===== src/ubds_pkg.sv =====
// ubds_pkg: widths, limits and shared types for the baud divisor search
// no dependencies; used by ubds_div and uart_baud_divisor_search
package ubds_pkg;

  localparam int unsigned CLK_W  = 28;   // clock frequency and quotient width
  localparam int unsigned DVS_W  = 22;   // divisor width, covers 32 * 115200
  localparam int unsigned RATE_W = 17;   // clamped rate width
  localparam int unsigned OSR_W  = 6;
  localparam int unsigned DIV_W  = 14;
  localparam int unsigned DEV_W  = 32;
  localparam int unsigned CNT_W  = 5;    // holds CLK_W

  localparam logic [RATE_W-1:0] RATE_MAX   = RATE_W'(115200);
  localparam logic [RATE_W-1:0] RATE_MIN   = RATE_W'(1200);
  localparam logic [CLK_W-1:0]  DIV_LIMIT  = CLK_W'(8192);
  localparam logic [OSR_W-1:0]  OSR_TOP    = OSR_W'(32);
  localparam logic [OSR_W-1:0]  OSR_BOTTOM = OSR_W'(4);
  localparam logic [DEV_W-1:0]  DEV_START  = 32'hFFFF_FFFF;
  localparam logic [CLK_W-1:0]  CLOCK_RESET = CLK_W'(20971520);

  // request into the shared divider
  typedef struct packed {
    logic             start;
    logic [CLK_W-1:0] dividend;
    logic [DVS_W-1:0] divisor;
  } div_req_t;

  // result from the shared divider
  typedef struct packed {
    logic             done;
    logic [CLK_W-1:0] quotient;
  } div_rsp_t;

endpackage


===== src/uart_baud_divisor_search.sv =====
// uart_baud_divisor_search: best oversampling ratio and baud divisor for a rate
// depends on ubds_pkg and ubds_div
//
//  channel | signals                                   | direction
//  --------+-------------------------------------------+----------
//  cfg     | cfg_valid, cfg_ready, cfg_clock_hz[27:0]  | in
//  in      | in_valid, in_ready, in_requested_baud     | in
//  out     | out_valid, out_ready, out_oversample_ratio,| out
//          | out_baud_divisor                          |
//
// each request walks osr 32 down to 4, one division at a time on the one serial
// divider. a ratio whose base quotient is out of range is skipped, else it takes
// three divisions and a compare; an exact match ends the walk early. in_ready is
// high only while the sequencer is idle.
// synchronous active-low reset; clock_hz resets to 20971520, cfg always ready.
// a result waiting on out_ready holds the sequencer before the output register.
module uart_baud_divisor_search (
  input  logic        clk,
  input  logic        rst_n,
  input  logic        cfg_valid,
  output logic        cfg_ready,
  input  logic [27:0] cfg_clock_hz,
  input  logic        in_valid,
  output logic        in_ready,
  input  logic [31:0] in_requested_baud,
  output logic        out_valid,
  input  logic        out_ready,
  output logic [5:0]  out_oversample_ratio,
  output logic [13:0] out_baud_divisor
);

  typedef enum logic [9:0] {
    S_IDLE  = 10'b00_0000_0001,
    S_BASE  = 10'b00_0000_0010,
    S_WBASE = 10'b00_0000_0100,
    S_R1    = 10'b00_0000_1000,
    S_WR1   = 10'b00_0001_0000,
    S_R2    = 10'b00_0010_0000,
    S_WR2   = 10'b00_0100_0000,
    S_CMP   = 10'b00_1000_0000,
    S_NEXT  = 10'b01_0000_0000,
    S_OUT   = 10'b10_0000_0000
  } state_t;

  state_t state_r, state_nxt;

  logic [ubds_pkg::CLK_W-1:0]  clock_hz_r;
  logic [ubds_pkg::RATE_W-1:0] rate_r, rate_nxt;
  logic [ubds_pkg::OSR_W-1:0]  osr_r, osr_nxt;
  logic [12:0]                 d_r, d_nxt;
  logic [ubds_pkg::CLK_W-1:0]  r1_r, r1_nxt;
  logic [ubds_pkg::CLK_W-1:0]  r2_r, r2_nxt;
  logic [ubds_pkg::OSR_W-1:0]  best_osr_r, best_osr_nxt;
  logic [ubds_pkg::DIV_W-1:0]  best_div_r, best_div_nxt;
  logic [ubds_pkg::DEV_W-1:0]  best_dev_r, best_dev_nxt;
  logic                        out_valid_r, out_valid_nxt;
  logic [ubds_pkg::OSR_W-1:0]  out_osr_r, out_osr_nxt;
  logic [ubds_pkg::DIV_W-1:0]  out_div_r, out_div_nxt;

  ubds_pkg::div_req_t div_req;
  ubds_pkg::div_rsp_t div_rsp;

  logic [ubds_pkg::RATE_W-1:0] rate_clamp;
  logic [ubds_pkg::DEV_W-1:0]  dev1, dev2, cand_dev;
  logic [ubds_pkg::DIV_W-1:0]  d_plus1, cand_div;
  logic [ubds_pkg::DVS_W-1:0]  base_prod;
  logic [18:0]                 r1_prod;
  logic [19:0]                 r2_prod;

  ubds_div u_div (
    .clk   (clk),
    .rst_n (rst_n),
    .req   (div_req),
    .rsp   (div_rsp)
  );

  always_comb begin
    if (in_requested_baud > 32'(ubds_pkg::RATE_MAX)) begin
      rate_clamp = ubds_pkg::RATE_MAX;
    end else if (in_requested_baud < 32'(ubds_pkg::RATE_MIN)) begin
      rate_clamp = ubds_pkg::RATE_MIN;
    end else begin
      rate_clamp = in_requested_baud[ubds_pkg::RATE_W-1:0];
    end
  end

  assign d_plus1   = {1'b0, d_r} + 1'b1;
  assign base_prod = ubds_pkg::DVS_W'(osr_r) * ubds_pkg::DVS_W'(rate_r);
  assign r1_prod   = 19'(osr_r) * 19'(d_r);
  assign r2_prod   = 20'(osr_r) * 20'(d_plus1);

  // wrapping 32-bit deviations, as the divisor register would see them
  assign dev1 = 32'(r1_r) - 32'(rate_r);
  assign dev2 = 32'(rate_r) - 32'(r2_r);

  always_comb begin
    if (dev1 < dev2) begin
      cand_dev = dev1;
      cand_div = {1'b0, d_r};
    end else begin
      cand_dev = dev2;
      cand_div = d_plus1;
    end
  end

  always_comb begin
    div_req.start    = 1'b0;
    div_req.dividend = clock_hz_r;
    div_req.divisor  = base_prod;
    unique case (state_r)
      S_BASE: begin
        div_req.start   = 1'b1;
        div_req.divisor = base_prod;
      end
      S_R1: begin
        div_req.start   = 1'b1;
        div_req.divisor = ubds_pkg::DVS_W'(r1_prod);
      end
      S_R2: begin
        div_req.start   = 1'b1;
        div_req.divisor = ubds_pkg::DVS_W'(r2_prod);
      end
      default: begin
        div_req.start = 1'b0;
      end
    endcase
  end

  always_comb begin
    state_nxt     = state_r;
    rate_nxt      = rate_r;
    osr_nxt       = osr_r;
    d_nxt         = d_r;
    r1_nxt        = r1_r;
    r2_nxt        = r2_r;
    best_osr_nxt  = best_osr_r;
    best_div_nxt  = best_div_r;
    best_dev_nxt  = best_dev_r;
    out_valid_nxt = out_valid_r;
    out_osr_nxt   = out_osr_r;
    out_div_nxt   = out_div_r;

    if (out_valid_r && out_ready) begin
      out_valid_nxt = 1'b0;
    end

    unique case (state_r)
      S_IDLE: begin
        if (in_valid) begin
          rate_nxt     = rate_clamp;
          osr_nxt      = ubds_pkg::OSR_TOP;
          best_osr_nxt = ubds_pkg::OSR_BOTTOM;
          best_div_nxt = ubds_pkg::DIV_W'(1);
          best_dev_nxt = ubds_pkg::DEV_START;
          state_nxt    = S_BASE;
        end
      end
      S_BASE: state_nxt = S_WBASE;
      S_WBASE: begin
        if (div_rsp.done) begin
          if (div_rsp.quotient >= ubds_pkg::DIV_LIMIT) begin
            state_nxt = S_NEXT;
          end else begin
            if (div_rsp.quotient == '0) begin
              d_nxt = 13'd1;
            end else begin
              d_nxt = div_rsp.quotient[12:0];
            end
            state_nxt = S_R1;
          end
        end
      end
      S_R1: state_nxt = S_WR1;
      S_WR1: begin
        if (div_rsp.done) begin
          r1_nxt    = div_rsp.quotient;
          state_nxt = S_R2;
        end
      end
      S_R2: state_nxt = S_WR2;
      S_WR2: begin
        if (div_rsp.done) begin
          r2_nxt    = div_rsp.quotient;
          state_nxt = S_CMP;
        end
      end
      S_CMP: begin
        state_nxt = S_NEXT;
        if (cand_dev < best_dev_r) begin
          best_osr_nxt = osr_r;
          best_div_nxt = cand_div;
          best_dev_nxt = cand_dev;
          // exact match ends the walk
          if (cand_dev == '0) begin
            state_nxt = S_OUT;
          end
        end
      end
      S_NEXT: begin
        if (osr_r == ubds_pkg::OSR_BOTTOM) begin
          state_nxt = S_OUT;
        end else begin
          osr_nxt   = osr_r - 1'b1;
          state_nxt = S_BASE;
        end
      end
      S_OUT: begin
        if (!out_valid_r || out_ready) begin
          out_valid_nxt = 1'b1;
          out_osr_nxt   = best_osr_r;
          out_div_nxt   = best_div_r;
          state_nxt     = S_IDLE;
        end
      end
      default: state_nxt = S_IDLE;
    endcase
  end

  always_ff @(posedge clk) begin
    if (!rst_n) begin
      state_r     <= S_IDLE;
      out_valid_r <= 1'b0;
      clock_hz_r  <= ubds_pkg::CLOCK_RESET;
    end else begin
      state_r     <= state_nxt;
      out_valid_r <= out_valid_nxt;
      if (cfg_valid) begin
        clock_hz_r <= cfg_clock_hz;
      end
    end
  end

  always_ff @(posedge clk) begin
    rate_r     <= rate_nxt;
    osr_r      <= osr_nxt;
    d_r        <= d_nxt;
    r1_r       <= r1_nxt;
    r2_r       <= r2_nxt;
    best_osr_r <= best_osr_nxt;
    best_div_r <= best_div_nxt;
    best_dev_r <= best_dev_nxt;
    out_osr_r  <= out_osr_nxt;
    out_div_r  <= out_div_nxt;
  end

  assign cfg_ready            = 1'b1;
  assign in_ready             = (state_r == S_IDLE);
  assign out_valid            = out_valid_r;
  assign out_oversample_ratio = out_osr_r;
  assign out_baud_divisor     = out_div_r;

endmodule


===== src/ubds_div.sv =====
// ubds_div: restoring serial divider, one quotient bit per cycle
// depends on ubds_pkg
module ubds_div (
  input  logic                clk,
  input  logic                rst_n,
  input  ubds_pkg::div_req_t  req,
  output ubds_pkg::div_rsp_t  rsp
);

  logic [ubds_pkg::DVS_W-1:0] rem_r, rem_nxt;
  logic [ubds_pkg::CLK_W-1:0] quo_r, quo_nxt;
  logic [ubds_pkg::DVS_W-1:0] dvs_r, dvs_nxt;
  logic [ubds_pkg::CNT_W-1:0] cnt_r, cnt_nxt;
  logic                       busy_r, busy_nxt;
  logic                       done_r, done_nxt;
  logic [ubds_pkg::DVS_W:0]   trial;
  logic                       fits;

  assign trial = {rem_r, quo_r[ubds_pkg::CLK_W-1]};
  assign fits  = (trial >= {1'b0, dvs_r});

  always_comb begin
    rem_nxt  = rem_r;
    quo_nxt  = quo_r;
    dvs_nxt  = dvs_r;
    cnt_nxt  = cnt_r;
    busy_nxt = busy_r;
    done_nxt = 1'b0;
    if (req.start) begin
      rem_nxt  = '0;
      quo_nxt  = req.dividend;
      dvs_nxt  = req.divisor;
      cnt_nxt  = ubds_pkg::CNT_W'(ubds_pkg::CLK_W);
      busy_nxt = 1'b1;
    end else if (busy_r) begin
      // remainder stays below the divisor, so the difference fits DVS_W
      if (fits) begin
        rem_nxt = ubds_pkg::DVS_W'(trial - {1'b0, dvs_r});
      end else begin
        rem_nxt = trial[ubds_pkg::DVS_W-1:0];
      end
      quo_nxt = {quo_r[ubds_pkg::CLK_W-2:0], fits};
      cnt_nxt = cnt_r - 1'b1;
      if (cnt_r == ubds_pkg::CNT_W'(1)) begin
        busy_nxt = 1'b0;
        done_nxt = 1'b1;
      end
    end
  end

  always_ff @(posedge clk) begin
    if (!rst_n) begin
      busy_r <= 1'b0;
      done_r <= 1'b0;
      cnt_r  <= '0;
    end else begin
      busy_r <= busy_nxt;
      done_r <= done_nxt;
      cnt_r  <= cnt_nxt;
    end
  end

  always_ff @(posedge clk) begin
    rem_r <= rem_nxt;
    quo_r <= quo_nxt;
    dvs_r <= dvs_nxt;
  end

  assign rsp.done     = done_r;
  assign rsp.quotient = quo_r;

endmodule

===== config.mk =====
export PLATFORM = sky130hd
export DESIGN_NAME = uart_baud_divisor_search
export DESIGN_NICKNAME = d
export VERILOG_FILES = /design/src/ubds_pkg.sv /design/src/uart_baud_divisor_search.sv /design/src/ubds_div.sv
export SDC_FILE = /design/constraint.sdc
export NUM_CORES = 1
export LEC_CHECK = 0
export BUFFER_PORTS_ARGS = -buffer_cell sky130_fd_sc_hd__clkbuf_2
export CORE_UTILIZATION = 45
export DETAILED_ROUTE_END_ITERATION = 7
export HOLD_SLACK_MARGIN = 0.05
export PLACE_DENSITY_LB_ADDON = 0.3
export SLEW_MARGIN = 25
export SYNTH_ARGS = -nofsm -noshare
export SYNTH_HDL_FRONTEND = slang
export SYNTH_SLANG_ARGS = --single-unit

===== constraint.sdc =====
create_clock -name clk -period 28 [get_ports clk]
set_input_delay 0 -clock clk [delete_from_list [all_inputs] [get_ports clk]]
set_output_delay 0 -clock clk [all_outputs]
set_load 0.005 [all_outputs]

==> metrics, run 1 <==
library cells used by synthesis around 80; GR peak layer met2; Hold Buf Count CTS 56; Root Driver clkbuf_16; Post-CTS Resized 0; number of synthesized flops with an enable pin 211; share of cells above drive strength 1 0.0817; ys flop type edfxtp_1; Non-Filler Instances 3,326; grt met2 use 0.379; CTS buffer count 31; CP Max Fanout 40; deepest clock path buffer count 3; #FFs+latches synth between 200 and 300; CP dominant cell by count inv_1; kind of cell adding the most delay to the critical path compound AO/OA/AOI/OAI gates; Post-Route WL ~63 mm; drt first pass iters 5; Sequential Area 7700 um2; Rel. slew slack 0.248; total gr overflow 0; met3 Usage GRT 0.0338; CTS tree built; Cell Rows 83; number of remaining DRC errors 0; multi-input logic area around 14,000 um2; most common cell after layout, fill and taps aside nand2_1; worst r2r path cells 30; routed len/inst roughly 19 um; final critical-path share of the clock period 0.302; first-pass GRT wire length 99.5 mm; full die area 53,100 um2; Crit Path Class flop to flop; post-detail-place hpwl 47.7 mm; M1 GR Usage 0.337; Post-CTS Setup Inserts 0; sequential element share of the synthesized area 0.328; max frequency approximately 120 MHz; H-Tree Depth 1; Setup crit end kind flop; Vias 18,517; Final GP Congestion 0.916; ys async rst share 0; status completed; vias per cell around 5.6; commonest non-fill, non-tap cells in the layout 376 x nand2_1, 313 x inv_1, 211 x edfxtp_1; Tightest Pin Transition approximately 1100 ps; antenna violations before repair 3; drt initial violations 1,310; critical path depth in cells 30; die width 230 um; worst hold-check path type input pin to flop; largest net degree at the start of global routing 50; Layout area overhead 11.9%; final setup TNS 0 ps; Final Max Tran Viols 0; RSZ-0062 raised after global routing false; crit path DAT between 8000 and 9000 ps; Mapped Nets slightly below 3,000; Global Route Usage Sum 0.237; CP max stage delay 660 ps; Worst-path clk slew 70 ps; number of global-route vias before repair 18,293; IO Pins 88; clk_skew 11.2 ps; Max Cap Viol 0; minimum clock period after layout 8440 ps; core area slightly above 50,000 um2; Static Leak 12.0 nW; Sink Count 279; Antenna Nets Post-Route 0; mapped cell area 23,500 um2; PortBufs 86; clk_lat worst skew about 590 ps; nets 3,044; fin area 26,300 um2; startpoint types flop; Final Core Density 0.511; Syn Inst Count 2,525; Syn Area/Cell roughly 9.3 um2; FILL cells 4,671; Req. time, crit path roughly 28,000 ps; Synth Warn # 0; Worst path slowest cell nor3_2; hold path cells 5; Die Ht about 230 um; setup violators final 0; Cells after DPL 3,211; VDD IR max between 0.06 and 0.07 mV; PwrDens 60.5 nW/um2; Hold Vio Cnt, Final 0; Crit path buffers/inverters 6; initial core utilization 0.456; Area after DPL 24,500 um2
==> tightest hold or removal path, cell delays in order <==
cell	delay (ps)
clkbuf_2	70
nor4_1	30
nand4_1	100
a41oi_1	120
and2_1	180
==> cell type report <==
class / instances / share of cell area
Antenna cell: 1 / 0.0000953
Tap cell: 680 / 0.0324
Inverter: 317 / 0.0453
Clock buffer: 39 / 0.0326
Clock inverter: 18 / 0.0103
Timing Repair Buffer: 162 / 0.0439
Sequential cell: 279 / 0.293
Multi-Input combinational cell: 1830 / 0.542
==> worst paths after layout <==
check                              from  slack [ps]             endpoint
setup / recovery              rate_r[0]       19560       best_div_r[11]
hold / removal    in_requested_baud[25]          90           rate_r[11]
setup reg to reg              rate_r[0]       19560       best_div_r[11]
hold reg to reg           best_div_r[1]         420  out_baud_divisor[1]
==> registers in the layout, indices dropped and copies added (netlist names), 13 cells and up <==
name,count
d_r,13
r1_r,28
best_dev_r,29
out_baud_divisor,14
r2_r,28
rate_r,17
clock_hz_r,28
u_div.dvs_r,22
best_div_r,14
u_div.rem_r,22
u_div.quo_r,28
==> cells in the mapped netlist (23+ instances only) <==
cell        n  area share
nand2_1   377       0.060
inv_1     313       0.050
edfxtp_1  211        0.27
ha_1      201        0.11
nor2_1    165       0.026
fa_1      157        0.13
a21oi_1    98       0.021
clkbuf_1   90       0.014
and2_1     87       0.023
o21ai_0    82       0.017
dfxtp_1    68       0.058
xor2_1     64       0.024
xnor2_1    61       0.023
mux2i_1    51       0.022
a21o_1     48       0.015
nor3_1     41      0.0087
nand2b_1   38       0.010
a211oi_1   26      0.0083
or3_1      25      0.0067
nand3_1    23      0.0049
==> logic make-up (layout without fill, tap and decap cells) <==
group,count (synthesis),count (layout),share of synthesized area
simple gates,890,890,0.180
buf+inv,416,536,0.0672
compound gates,403,403,0.114
fa+ha+maj,358,358,0.241
flops,279,279,0.328
xor+xnor,125,125,0.0467
mux,53,53,0.0227
other cells,1,2,0.000160
==> through the flow <==
| step | hold slack (ps) | worst slack, ps | power, mW |
|---|---|---|---|
| after floorplan | 128 | 18110 | 0.978 |
| after global placement | 229 | 19550 | 1.12 |
| after detailed placement | 231 | 19310 | 1.13 |
| after CTS | 66.1 | 19230 | 1.59 |
| after global routing | 135 | 18870 | 1.69 |
| final | 93.6 | 19560 | 1.59 |
==> power by group <==
group	total [mW]	internal [mW]	switching (mW)
logic	0.622	0.258	0.365
registers	0.517	0.490	0.0265
clock network	0.449	0.273	0.176
==> layer usage <==
metal,part of all wire,up-vias
met4,0.021,0
met2,0.46,611
met5,0,-
met1,0.45,9089
met3,0.066,90
li1,-,8727
Note: power is estimated with default switching activity, not from simulation.
==> inputs of run 2 (changes only) <==
--- a/config.mk
+++ b/config.mk
@@ -5,6 +5,7 @@
 export SDC_FILE = /design/constraint.sdc
 export NUM_CORES = 1
 export LEC_CHECK = 0
+export ABC_AREA = 1
 export BUFFER_PORTS_ARGS = -buffer_cell sky130_fd_sc_hd__clkbuf_2
 export CORE_UTILIZATION = 45
 export DETAILED_ROUTE_END_ITERATION = 7
==> constraint.sdc (replaced) <==
create_clock -name clk -period 8.4 [get_ports clk]
set_input_delay 0 -clock clk [delete_from_list [all_inputs] [get_ports clk]]
set_output_delay 0 -clock clk [all_outputs]
set_load 0.005 [all_outputs]
==> run 2 against run 1 <==
Compared with the run above: the flow now finishes with violations (DRC); clock skew is 12 ps higher; sequential power grew to 4.1 times the previous value; cell area is 2.6% higher; first-iteration DRC count is 37% higher; register-to-register slack worse by 18000 ps; hold slack better by 0.96 ps; non-clock buffer count is 4 higher; critical path depth is 2 higher.
==> metrics, run 2 <==
Synth area leader edfxtp_1; FILL cells about 5,000; Max Cap Viol 0; Layout area overhead 11.2%; Post-CTS Setup Inserts 0; mapped cell area about 24,000 um2; CP dominant cell by count nand2_1; Area after DPL 25,300 um2; number of remaining DRC errors 7; violated checks DRC; status finished, violations left; worst setup margin 1510 ps; crit path launch rate_r[3]; routed len/inst 17.7 um; Final Max Tran Viols 0; library cells used by synthesis between 60 and 70; Antenna Nets Post-Route 0; Syn Area/Cell between 7 and 8 um2; full die area 54,800 um2; clk_lat worst skew 590 ps; Root Driver clkbuf_16; total power 12.1 mW; drt initial violations 1,789; IO Pins 88; Vias between 20,000 and 25,000; top-count cell post-synth nand2_1; deepest clock path buffer count 3; Cells after DPL 3,781; Crit Path Class flop to flop; Syn Inst Count 3,077; number of synthesized flops with an enable pin 211; Mapped Nets ~3,500; Worst-path clk slew about 70 ps; core area between 50,000 and 60,000 um2; first-pass GRT wire length 107 mm; fin area 26,900 um2; Non-Filler Instances 3,891; max FFs per register 29; CTS buffer count 30; Antenna Cells 0; Post-Route WL 69.0 mm; initial core utilization 0.458; Die Ht around 230 um; RR Startpoint rate_r[3]; worst r2r path cells 32; top cell type's share of synthesized area 0.261; minimum clock period after layout 6890 ps; RSZ-0062 raised after global routing false; startpoint types flop; nets approximately 3,600; ys flop type edfxtp_1; Sink Count 279; final critical-path share of the clock period 0.821; die width about 230 um; CP max stage delay 620 ps; post-detail-place hpwl 54.1 mm; Largest Register best_dev_r; Synth area leaders edfxtp_1 26%, fa_1 13%, nand2_1 11%; Synth top cells by count 729 x nand2_1, 579 x inv_1, 275 x nor2_1; most common cell after layout, fill and taps aside nand2_1; Global Route Usage Sum 0.256; Setup crit end kind flop; worst hold-check path type input pin to flop; vias per cell 5.19; total gr overflow 0; PortBufs between 80 and 90; Req. time, crit path 8640 ps; antenna violations before repair 5; CP endpoint best_dev_r[19]; largest net degree at the start of global routing ~80; final setup TNS 0 ps; CP Max Fanout 42; R2R Setup Slk 1510 ps; Cell Rows 84; crit path DAT 7130 ps; Tightest Pin Transition about 940 ps; CTS tree built; sequential element share of the synthesized area 0.318; DP Worst Slack 1590 ps; commonest non-fill, non-tap cells in the layout 729 x nand2_1, 579 x inv_1, 272 x nor2_1; H-Tree Depth 1; Final GP Congestion 0.973; clk_skew around 23 ps; Worst path slowest cell inv_2; setup violators final 0; ys async rst share 0; VDD IR max 0.390 mV; Synth Warn # 0; drt first pass iters 8; FF-to-FF End best_dev_r[19]; Static Leak 13.4 nW; #FFs+latches synth between 200 and 300; Hold Vio Cnt, Final 0; Rel. slew slack 0.371; share of cells above drive strength 1 0.0724; max frequency 145 MHz; PwrDens ~450 nW/um2; number of global-route vias before repair 19,281
run 2: changes by cell type in the layout (fill, tap and decap cells not counted), sizes merged, moves of 85 or more:
cell / previous run / this run
and2: 87 / 2
nand2: 377 / 742
a21oi: 98 / 197
nand3: 23 / 127
nor2: 165 / 283
inv: 317 / 585
run 2: power breakdown:
group          internal, mW  switching, mW  leakage (nW)
Combinational          3.03           5.55          10.4
Sequential             1.96          0.170          2.40
Clock                 0.846          0.573         0.507
run 2: metrics by stage:
stage          utilization  hold WS [ps]
2_1_floorplan            -           126
3_3_place_gp         0.479           225
3_5_place_dp         0.480           231
4_1_cts              0.510          50.5
5_1_grt              0.510           113
6_report             0.510          94.6
run 2: cells by family (layout without fill, tap and decap cells):
| group | after synthesis | count (layout) | synth area share |
|---|---|---|---|
| flops | 279 | 279 | 0.318 |
| buf+inv | 683 | 809 | 0.107 |
| simple gates | 1263 | 1263 | 0.216 |
| fa+ha+maj | 358 | 358 | 0.233 |
| compound gates | 420 | 420 | 0.0982 |
| xor+xnor | 73 | 73 | 0.0267 |
| other cells | 1 | 1 | 0.000155 |
run 2: how the worst min path moves through the flow:
stage | startpoint | end | depth (start not counted)
detailed placement | cfg_clock_hz[17] | clock_hz_r[17] | 3
global placement | cfg_clock_hz[17] | clock_hz_r[17] | 3
floorplan | cfg_clock_hz[22] | clock_hz_r[22] | 2
global route | cfg_valid | clock_hz_r[13] | 3
CTS | cfg_valid | clock_hz_r[2] | 3
finish | cfg_valid | clock_hz_r[23] | 3
run 2: layout make-up:
cell class | instances | area, um2 | share of cell area
flip-flops and latches | 279 | 7700 | 0.286
inverters | 588 | 2210 | 0.0819
well taps | 688 | 861 | 0.0319
clock buffers | 35 | 779 | 0.0289
clock inverters | 20 | 265 | 0.00984
multi-input cells | 2115 | 14000 | 0.518
repair buffers | 166 | 1170 | 0.0434
run 2: what timing repair did:
item,4_1_cts,5_1_grt
hold endpoints to repair,66,0
gates resized for setup,0,0
hold buffers,55,0
run 2: critical path, delay by kind of cell (launching register included):
family / cells / cell delay (ps)
AND/OR/NAND/NOR: 15 / 1840
AO/OA/AOI/OAI: 10 / 1830
buffers and inverters: 3 / 1110
adder cells (fa/ha/maj): 3 / 900
flip-flops: 1 / 520
XOR/XNOR: 1 / 250
run 2: per-layer routing:
metal  up-vias  track usage  routed length, um
met5         -            0                 26
met4         4       0.0747               1950
met3        98       0.0657               6710
met2       705        0.381              29100
met1      9394        0.365              31200
li1      10011            -                  -
